`src/rtl/core/swb_pkg.sv`:
```
// Package with shared constants and codes for the subtract-with-borrow generator.
package swb_pkg;

    localparam int SWB_SHORT_LAG = 10;
    localparam int SWB_LONG_LAG  = 24;
    localparam int SWB_WORD_BITS = 24;

    localparam int FRAC_BITS    = 24;
    localparam int SEED_BITS    = 24;
    localparam int WARMUP_BITS  = 16;
    localparam int CFG_ADDR_W   = 3;
    localparam int CFG_DATA_W   = 32;

    localparam logic [WARMUP_BITS-1:0] WARMUP_RESET = 16'd2000;

    typedef enum logic [0:0] {
        OP_NEXT = 1'b0,
        OP_SEED = 1'b1
    } opcode_t;

    typedef enum logic [0:0] {
        REG_WARMUP_COUNT = 1'b0
    } reg_index_t;

endpackage

```
`src/rtl/core/swb_ram.sv`:
```
// Generic single-write, single-read RAM with a registered read port.
module swb_ram #(
    parameter int WIDTH = 24,
    parameter int DEPTH = 24
) (
    input  logic                     clk,
    input  logic                     we,
    input  logic [$clog2(DEPTH)-1:0] waddr,
    input  logic [WIDTH-1:0]         wdata,
    input  logic [$clog2(DEPTH)-1:0] raddr,
    output logic [WIDTH-1:0]         rdata
);

    logic [WIDTH-1:0] mem [DEPTH];

    always_ff @(posedge clk)
    begin
        if (we)
        begin
            mem[waddr] <= wdata;
        end
        rdata <= mem[raddr];
    end

endmodule

```
`src/rtl/core/subtract_with_borrow_rng.sv`:
```
// Top level of the lagged subtract-with-borrow random generator.
// A next transaction's result is written into the output register when the transaction is accepted.
// Throughput: one next transaction per cycle while in_stall is low, set by the read-modify-write of the lag RAMs.
// A seed transaction is followed by warmup_count discarded steps, one per cycle, while the input stalls.
// Reset clears the borrow, the write pointer and the valid bits, so the store reads as zero.
// No clearing pass runs after reset; warmup_count resets to 2000.
module subtract_with_borrow_rng #(
    parameter int SHORT_LAG = swb_pkg::SWB_SHORT_LAG,
    parameter int LONG_LAG  = swb_pkg::SWB_LONG_LAG,
    parameter int WORD_BITS = swb_pkg::SWB_WORD_BITS
) (
    input  logic                                 clk,
    input  logic                                 rst_n,
    input  logic                                 in_valid,
    output logic                                 in_stall,
    input  logic                                 opcode,
    input  logic [swb_pkg::SEED_BITS-1:0]        seed_value,
    output logic                                 out_valid,
    input  logic                                 out_stall,
    output logic [swb_pkg::FRAC_BITS-1:0]        random_fraction,
    input  logic                                 psel,
    input  logic                                 penable,
    input  logic                                 pwrite,
    input  logic [swb_pkg::CFG_ADDR_W-1:0]       paddr,
    input  logic [swb_pkg::CFG_DATA_W-1:0]       pwdata,
    output logic [swb_pkg::CFG_DATA_W-1:0]       prdata,
    output logic                                 pready
);

    localparam int PTR_W = $clog2(LONG_LAG);
    localparam logic [PTR_W:0]   LAG_EXT   = (PTR_W+1)'(LONG_LAG);
    localparam logic [PTR_W:0]   SHORT_OFF = (PTR_W+1)'(LONG_LAG - SHORT_LAG);
    localparam logic [PTR_W-1:0] PTR_LAST  = PTR_W'(LONG_LAG - 1);

    logic [swb_pkg::WARMUP_BITS-1:0] warmup_count_reg;
    logic [swb_pkg::WARMUP_BITS-1:0] warm_left_reg, warm_left_next;
    logic [WORD_BITS-1:0]            fill_reg;
    logic [LONG_LAG-1:0]             valid_reg;
    logic [PTR_W-1:0]                wp_reg, wp_next;
    logic                            borrow_reg;
    logic                            fwd_a_reg, fwd_b_reg;
    logic                            valid_a_reg, valid_b_reg;
    logic [WORD_BITS-1:0]            fwd_word_reg;
    logic                            out_valid_reg;
    logic [swb_pkg::FRAC_BITS-1:0]   frac_reg;

    logic                            cfg_write;
    logic                            warm_busy;
    logic                            out_blocked;
    logic                            in_accept;
    logic                            next_acc;
    logic                            seed_acc;
    logic                            step;
    logic [PTR_W-1:0]                rd_a_addr, rd_b_addr;
    logic [PTR_W:0]                  short_sum;
    logic [WORD_BITS-1:0]            q_a, q_b;
    logic [WORD_BITS-1:0]            op_a, op_b;
    logic [WORD_BITS:0]              diff;
    logic [WORD_BITS-1:0]            word;
    logic [WORD_BITS+31:0]           frac_ext;
    logic [WORD_BITS+31:0]           frac_shift;

    assign pready    = 1'b1;
    assign cfg_write = psel && penable && pwrite && pready;

    always_comb
    begin
        prdata = '0;
        if (paddr[2] == swb_pkg::REG_WARMUP_COUNT)
        begin
            prdata = swb_pkg::CFG_DATA_W'(warmup_count_reg);
        end
    end

    assign warm_busy   = (warm_left_reg != '0);
    assign out_blocked = out_valid_reg && out_stall;
    assign in_stall    = warm_busy || out_blocked;
    assign in_accept   = in_valid && !in_stall;
    assign next_acc    = in_accept && (opcode == swb_pkg::OP_NEXT);
    assign seed_acc    = in_accept && (opcode == swb_pkg::OP_SEED);
    assign step        = next_acc || warm_busy;

    always_comb
    begin
        if (step)
        begin
            wp_next = (wp_reg == PTR_LAST) ? '0 : wp_reg + 1'b1;
        end
        else
        begin
            wp_next = wp_reg;
        end
        short_sum = {1'b0, wp_next} + SHORT_OFF;
        if (short_sum >= LAG_EXT)
        begin
            short_sum = short_sum - LAG_EXT;
        end
        rd_a_addr = short_sum[PTR_W-1:0];
        rd_b_addr = wp_next;
    end

    always_comb
    begin
        if (fwd_a_reg)
        begin
            op_a = fwd_word_reg;
        end
        else
        begin
            op_a = valid_a_reg ? q_a : fill_reg;
        end
        if (fwd_b_reg)
        begin
            op_b = fwd_word_reg;
        end
        else
        begin
            op_b = valid_b_reg ? q_b : fill_reg;
        end
        diff       = {1'b0, op_a} - {1'b0, op_b} - (WORD_BITS+1)'(borrow_reg);
        word       = diff[WORD_BITS-1:0];
        frac_ext   = {word, 32'd0};
        frac_shift = frac_ext >> (WORD_BITS + 8);
    end

    always_comb
    begin
        warm_left_next = warm_left_reg;
        if (seed_acc)
        begin
            warm_left_next = warmup_count_reg;
        end
        else if (warm_busy)
        begin
            warm_left_next = warm_left_reg - 1'b1;
        end
    end

    swb_ram #(
        .WIDTH(WORD_BITS),
        .DEPTH(LONG_LAG)
    ) u_ram_short (
        .clk  (clk),
        .we   (step),
        .waddr(wp_reg),
        .wdata(word),
        .raddr(rd_a_addr),
        .rdata(q_a)
    );

    swb_ram #(
        .WIDTH(WORD_BITS),
        .DEPTH(LONG_LAG)
    ) u_ram_long (
        .clk  (clk),
        .we   (step),
        .waddr(wp_reg),
        .wdata(word),
        .raddr(rd_b_addr),
        .rdata(q_b)
    );

    always_ff @(posedge clk or negedge rst_n)
    begin
        if (!rst_n)
        begin
            warmup_count_reg <= swb_pkg::WARMUP_RESET;
            warm_left_reg    <= '0;
            fill_reg         <= '0;
            valid_reg        <= '0;
            wp_reg           <= '0;
            borrow_reg       <= 1'b0;
            fwd_a_reg        <= 1'b0;
            fwd_b_reg        <= 1'b0;
            valid_a_reg      <= 1'b0;
            valid_b_reg      <= 1'b0;
            out_valid_reg    <= 1'b0;
        end
        else
        begin
            if (cfg_write && (paddr[2] == swb_pkg::REG_WARMUP_COUNT))
            begin
                warmup_count_reg <= pwdata[swb_pkg::WARMUP_BITS-1:0];
            end
            warm_left_reg <= warm_left_next;
            wp_reg        <= wp_next;
            fwd_a_reg     <= step && (rd_a_addr == wp_reg);
            fwd_b_reg     <= step && (rd_b_addr == wp_reg);
            valid_a_reg   <= valid_reg[rd_a_addr] && !seed_acc;
            valid_b_reg   <= valid_reg[rd_b_addr] && !seed_acc;
            if (seed_acc)
            begin
                fill_reg  <= WORD_BITS'(seed_value);
                valid_reg <= '0;
            end
            else if (step)
            begin
                valid_reg[wp_reg] <= 1'b1;
            end
            if (step)
            begin
                borrow_reg <= diff[WORD_BITS];
            end
            if (next_acc)
            begin
                out_valid_reg <= 1'b1;
            end
            else if (!out_stall)
            begin
                out_valid_reg <= 1'b0;
            end
        end
    end

    always_ff @(posedge clk)
    begin
        if (step)
        begin
            fwd_word_reg <= word;
        end
        if (next_acc)
        begin
            frac_reg <= frac_shift[swb_pkg::FRAC_BITS-1:0];
        end
    end

    assign out_valid       = out_valid_reg;
    assign random_fraction = frac_reg;

    a_warm_stalls: assert property (@(posedge clk) disable iff (!rst_n)
        warm_busy |-> in_stall)
        else $error("input not stalled during warm-up");

    a_out_from_next: assert property (@(posedge clk) disable iff (!rst_n)
        $rose(out_valid_reg) |-> $past(next_acc))
        else $error("result appeared without a next transaction");

    a_seed_loads_count: assert property (@(posedge clk) disable iff (!rst_n)
        seed_acc |=> (warm_left_reg == $past(warmup_count_reg)))
        else $error("warm-up counter not loaded on seed");

    a_ptr_holds: assert property (@(posedge clk) disable iff (!rst_n)
        !step |=> $stable(wp_reg))
        else $error("write pointer moved without a generator step");

    a_no_step_when_blocked: assert property (@(posedge clk) disable iff (!rst_n)
        (out_blocked && !warm_busy) |-> !step)
        else $error("generator stepped while the result was stalled");

endmodule
```
`config.mk`:
```
export PLATFORM = sky130hd
export DESIGN_NAME = subtract_with_borrow_rng
export DESIGN_NICKNAME = d
export VERILOG_FILES = /design/src/rtl/core/swb_pkg.sv /design/src/rtl/core/swb_ram.sv /design/src/rtl/core/subtract_with_borrow_rng.sv
export SDC_FILE = /design/constraint.sdc
export NUM_CORES = 1
export LEC_CHECK = 0
export ABC_CLOCK_PERIOD_IN_PS = 15650
export BUFFER_PORTS_ARGS = -buffer_cell sky130_fd_sc_hd__clkbuf_2
export CAP_MARGIN = 10
export CORE_MARGIN = 2
export CORE_UTILIZATION = 35
export DETAILED_ROUTE_END_ITERATION = 12
export PLACE_DENSITY_LB_ADDON = 0.2
export SLEW_MARGIN = 10
export SYNTH_ARGS = -nofsm -noshare
export SYNTH_HDL_FRONTEND = slang
export SYNTH_HIERARCHICAL = 1
export SYNTH_SLANG_ARGS = --single-unit
```
`constraint.sdc`:
```
create_clock -name clk -period 15.65 [get_ports clk]
set_clock_uncertainty 0.05 [all_clocks]
set_input_delay 1.565 -clock clk [delete_from_list [all_inputs] [get_ports clk]]
set_output_delay 1.565 -clock clk [all_outputs]
set_load 0.005 [all_outputs]
```
# ---- Word-level counts from Yosys, hierarchy flattened
# Memory sizes are Yosys's and may differ from the RTL's. A register that Yosys moved wholly into a read port is not among the register bits.
# Cells that the tools add are included.
dict set report totals {
  ff_bits 139
  latchBits 0
  ram_bits 1152
  mem_bits_ro 0
  output_inout_bits 59
  elab_cells 74
  mem_count 2
}
dict set report op_classes {
  n_addsub 6
  n_mul 0
  div 0
  order_cmp 5
  n_eq_ne 4
  n_shift 0
  n_mux 22
  bitwise_logic 3
  n_reduce_logical 19
}
# memory words word_bits read_ports rd_ports_with_merged_regs wr line_no
set memory_table {}
lappend memory_table {u_ram_long.mem 24 24 1 1 1 swb_ram.sv:14} ;# logic [WIDTH-1:0] mem [DEPTH];
lappend memory_table {u_ram_short.mem 24 24 1 1 1 swb_ram.sv:14}
# cell count
set ops {}
lappend ops {{two-way mux 24 bit} 6}
lappend ops {{two-way mux 16 bit} 3}
lappend ops {{subtractor 24 x 24 -> 25 bit} 1}
lappend ops {{subtractor 25 x 1 -> 25 bit} 1}
lappend ops {{OR 24 bit} 1}
lappend ops {{< comparator 5 x 6 -> 1 bit (second input constant)} 3}
lappend ops {{nonzero test 16 bit} 1}
lappend ops {{subtractor 16 x 1 -> 16 bit (second input constant)} 1}
lappend ops {{two-way mux 5 bit} 3}
lappend ops {{logical AND 1 bit} 12}
lappend ops {{binary-select mux 1 bit (select 5 bit)} 2}
lappend ops {{== test 5 bit} 2}
lappend ops {{two-way mux 1 bit} 7}
lappend ops {{adder 5 x 4 -> 6 bit (second input constant)} 1}
lappend ops {{>= comparator 6 x 5 -> 1 bit (second input constant)} 1}
lappend ops {{adder 5 x 1 -> 5 bit (second input constant)} 1}
lappend ops {{demux 1 bit (select 5 bit)} 1}
lappend ops {{== test 5 bit (second input constant)} 1}
lappend ops {{>= comparator 5 x 1 -> 1 bit (second input constant)} 1}
lappend ops {{subtractor 5 bit (second input constant)} 1}
lappend ops {{nonzero test 2 bit} 2}
lappend ops {{logical NOT 1 bit} 2}
lappend ops {{logical OR 1 bit} 2}
lappend ops {{!= test 2 x 1 -> 1 bit (second input constant)} 1}
lappend ops {{inverter 1 bit} 2}

# ---- Logic depth before layout (Yosys ltp)
dict set report logic_depth {
  word_depth 13
  depth_mapped 17
  depth_no_buf 14
}

# ---- Hierarchy
# The synthesis kept the hierarchy.
# module instances cells_each area_each_um2 seq_area_each_um2
set modules_own_cells {}
lappend modules_own_cells {swb_ram 2 1065 22749.3 17777.0}
lappend modules_own_cells {subtract_with_borrow_rng 1 908 8584.5 3726.1}

# ---- Least setup slack after synthesis
# OpenSTA, ideal clock, no wires.
dict set report synth_path {
  path_type {flip-flop to flip-flop}
  start {register valid_b_reg}
  end {register fwd_word_reg[21], data pin}
  setup_time_ns 0.836
  arrival_ns 6.800
  required_ns 14.764
  path_slack_ns 7.964
  path_stages_with_launch 15
  synth_period_minus_slack_ns 7.686
  cell_sequence {dfrtp_1 > clkbuf_1 > buf_1 > mux2i_1 > o21ai_0 > fa_1 > inv_1 > ha_1 > nand3_1 > a21boi_0 > o41ai_1 > a21oi_1 > a311oi_1 > o21ai_0 > o311ai_0}
}
dict set report synth_between {
  elab_chain_len 4
}
# item line_no
set synth_lines {}
lappend synth_lines {{start: declaration} subtract_with_borrow_rng.sv:42} ;# logic valid_a_reg, valid_b_reg;
lappend synth_lines {{start signal: assignment} subtract_with_borrow_rng.sv:190} ;# valid_b_reg <= valid_reg[rd_b_addr] && !seed_acc;
lappend synth_lines {{two-way mux 24 bit} subtract_with_borrow_rng.sv:118} ;# op_b = valid_b_reg ? q_b : fill_reg;
lappend synth_lines {{two-way mux 24 bit} subtract_with_borrow_rng.sv:112} ;# if (fwd_b_reg)
lappend synth_lines {{subtractor 24 x 24 -> 25 bit} subtract_with_borrow_rng.sv:120} ;# diff = {1'b0, op_a} - {1'b0, op_b} - (WORD_BITS+1)'(borrow_reg);
lappend synth_lines {{subtractor 25 x 1 -> 25 bit} subtract_with_borrow_rng.sv:120}
lappend synth_lines {{net diff[21]} subtract_with_borrow_rng.sv:58} ;# logic [WORD_BITS:0] diff;
lappend synth_lines {{end signal: assignment} subtract_with_borrow_rng.sv:219} ;# fwd_word_reg <= word;
lappend synth_lines {{end: declaration} subtract_with_borrow_rng.sv:43} ;# logic [WORD_BITS-1:0] fwd_word_reg;
# The timed path passes the listed nets, and every way through them passes these cells.
# A chain may end at the register's enable or synchronous reset.

# ---- Final worst setup path
dict set report layout_path {
  start {register valid_b_reg}
  end {memory u_ram_short.mem[19][23], data pin}
}
dict set report layout_between {
  elab_chain_len 4
}
# item line_no
set layout_lines {}
lappend layout_lines {{two-way mux 24 bit} subtract_with_borrow_rng.sv:118}
lappend layout_lines {{two-way mux 24 bit} subtract_with_borrow_rng.sv:112}
lappend layout_lines {{subtractor 24 x 24 -> 25 bit} subtract_with_borrow_rng.sv:120}
lappend layout_lines {{subtractor 25 x 1 -> 25 bit} subtract_with_borrow_rng.sv:120}
lappend layout_lines {{net diff[23]} subtract_with_borrow_rng.sv:58}
lappend layout_lines {{end: declaration} swb_ram.sv:14}
# The timed path passes the listed nets, and every way through them passes these cells.

==> run_results.csv <==
group,metric,value,unit
detailed_routing,avgViaCountPerCell,5.28,
sta,final-hold-violation-count,0,
worst_hold_path,hp-start,"valid_reg[16]",
worst_setup_path,r2r_slack,9680,ps
detailed_routing,drt-total-wl,142000,µm
floorplanning,num_rows,144,
global_routing,grt_pass1_wl,204000,µm
logic_synthesis,ys_types,76,
worst_setup_path,timing.rr.end,"u_ram_short/mem[19][23]",
worst_setup_path,r2r-start,"valid_b_reg",
worst_hold_path,min_path_cells,2,
cells_and_area,nFillCells,13700,
cells_and_area,design_area,62200,µm²
placed_design,port-buffer-count,90,
global_routing,overflow,0,
sta,slew_headroom,0.230,
worst_setup_path,cp_data_required_time,15970,ps
cts,ctsHoldBuffers,0,
floorplanning,die_x,397,µm
detailed_routing,vias,28500,
sta,setup_viol,0,
sta,tns,0,ps
global_routing,met2_usage,0.267,
floorplanning,ios,126,
cells_and_area,syn_to_final_growth,15.1,%
global_routing,grt_antenna_before_repair,4,
sta,layout_min_cycle_time,5970,ps
sta,rsz0062_at_grt,"no",
logic_synthesis,synth-main-ff-cell,"edfxtp_1",
worst_setup_path,cp-end-kind,"flop",
floorplanning,start_util,0.352,
power,finalPower,11600,µW
logic_synthesis,synth_edf_count,1200,
global_routing,grt.busiest_layer,"met1",
worst_setup_path,r2r_cells,14,
logic_synthesis,synthCells,3038,
power,ir_worst_vdd,0.196,mV
outcome,status,"completed",
logic_synthesis,synth-seq-cells,1339,
cells_and_area,final_layout_size_suffix_gt1_frac,0.221,
cts,cts_resized,0,
power,p_leak,0.0203,µW
sta,finalMaxSlewViolations,0,
floorplanning,core,154000,µm²
logic_synthesis,synth_common_cells,"edfxtp_1 (1,200), mux2i_1 (294), mux4_2 (192)",
global_routing,grt_use_met1,0.270,
cts,htreeDepth,4,
worst_setup_path,worstSetupPathType,"flop to flop",
cts,clock_latency,780,ps
global_routing,grt_use_met3,0.0381,
worst_setup_path,cp_max_fo,50,
cts,cts_buffer_depth,3,
logic_synthesis,yosys_warnings,6,
cts,cts_made_buffers,146,
worst_hold_path,hold_path.class,"flop to flop",
placed_design,place.gp.congestion,0.799,
worst_setup_path,cp_data_arrival_time,6290,ps
logic_synthesis,synth-seq-area-share,0.726,
logic_synthesis,synth.area.top_cells,"edfxtp_1 (67%), mux4_2 (8.0%), mux2i_1 (5.4%), dfrtp_1 (3.9%), dfxtp_1 (1.8%)",
logic_synthesis,synth.top_cell.area_share,0.666,
floorplanning,die_y,397,µm
global_routing,grt_usage,0.180,
cells_and_area,post-route-util,0.405,
cells_and_area,reg_top3,"u_ram_long/mem (576), u_ram_short/mem (576)",
global_routing,grt_max_degree,96,
global_routing,grt_pass1_vias,27900,
logic_synthesis,synth_top_cell_by_area,"edfxtp_1",
sta,fin_crit_sh,0.381,
detailed_routing,dr.pass1.iters,5,
cts,cts_tree,"yes",
flow_run,cap_violations,0,
detailed_routing,drtIter0Drc,2631,
sta,clock.fmax,167,MHz
cts,root_buffer,"clkbuf_16",
placed_design,dp_hpwl,85600,µm
worst_hold_path,hold_end,"valid_reg[16]",
cts,cts_sinks,1339,
worst_setup_path,cp-start-kind,"flop",
power,powerDensity,186,nW/µm²
cells_and_area,num-nets-final,3355,
sta,tightestPinTransition,1150,ps
cts,clkSlewWorstSetupHoldPaths,60,ps
logic_synthesis,synthMostInstantiatedCell,"edfxtp_1",
detailed_routing,ant_nets,0,
logic_synthesis,async_reset_ff_frac,0.0680,
cts,postCtsSetupBuffers,0,
detailed_routing,drc,0,
logic_synthesis,syn_avg_cell_area,17.8,µm²
floorplanning,die-area,158000,µm²
placed_design,place_area,57400,µm²
detailed_routing,routedWlPerCell,26.3,µm
logic_synthesis,syn_area,54100,µm²
==> kinds of logic after synthesis <==
family,synth area share
buf+inv,0.0252
xor+xnor,0.00437
mux,0.139
other cells,0.000139
fa+ha+maj,0.0123
flops,0.726
compound gates,0.0523
simple gates,0.0404
==> cells in the final DEF, fill, tap and decap left out, types with 11 or more instances in the layout <==
master        n
nand2_1     189
nor2_1       78
a2bb2oi_1    50
clkinv_1     16
ha_1         50
o311ai_1     48
mux2i_1     294
nor2_2       48
o21ai_0      41
nand3b_1     11
inv_1        58
nor3_1       11
dfxtp_1      48
bufinv_16    11
dfrtp_1      85
xnor2_2      12
clkinv_2     20
a22oi_1      49
clkbuf_16   149
nand3_1      61
clkbuf_2     89
buf_4       123
mux2_2       19
mux4_2      192
a21oi_1      48
o211ai_1     50
edfxtp_1   1200
clkbuf_1     41
a21o_1       11
conb_1       19
nor2b_1      20
a31oi_1      20
clkbuf_8     15
==> worst max-delay path, cell delays in order, from the launching register on <==
cell      delay (ps)
dfrtp_1          340
buf_4            420
mux2i_1          230
o21ai_0          120
fa_1             410
inv_1            140
ha_1             280
nand3_1           70
a21boi_0         160
o41ai_1          580
a21oi_1          330
a311oi_1         610
o21ai_0          540
nor4bb_1         380
a211o_2          880
==> report_power, final <==
group,internal [µW],switching [µW],leakage [µW]
clock network,2020,1410,0.00236
logic,511,2130,0.00561
registers,5460,41.8,0.0123
==> final cells by class <==
type	instances	area (µm²)	area share
timing repair buffer	215	1430	0.0230
multi-input combinational	1472	13900	0.223
antenna	3	7.51	0.000121
clock inverter	61	749	0.0120
inverter	62	243	0.00390
sequential	1339	39300	0.631
clock buffer	205	4090	0.0657
tap	2044	2560	0.0411
==> worst max-delay path by stage <==
stage | start | to | cells past startpoint
after floorplan | valid_b_reg | fwd_word_reg[21] | 14
after global placement | in_valid | u_ram_short/rdata[23] | 13
after detailed placement | in_valid | u_ram_short/rdata[23] | 13
after CTS | warm_left_reg[2] | u_ram_short/rdata[23] | 12
after global routing | warm_left_reg[2] | u_ram_short/rdata[23] | 12
final | valid_b_reg | u_ram_short/mem[19][23] | 14
==> per-layer routing <==
| layer | share of wire | up-vias |
|---|---|---|
| met5 | 0 | - |
| met4 | 0.016 | 0 |
| met3 | 0.064 | 160 |
| met2 | 0.45 | 860 |
| met1 | 0.47 | 15000 |
| li1 | - | 12500 |
==> per-stage QoR <==
stage                     cells  hold slack (ps)  setup slack, ps
after detailed placement   5132              437             9000
after global placement     5132              426             9030
after global routing       5398              470             9120
final                      5401              441             9680
after CTS                  5398              445             9660
after floorplan            3055              404             7960
(Power assumes the default switching activity.)
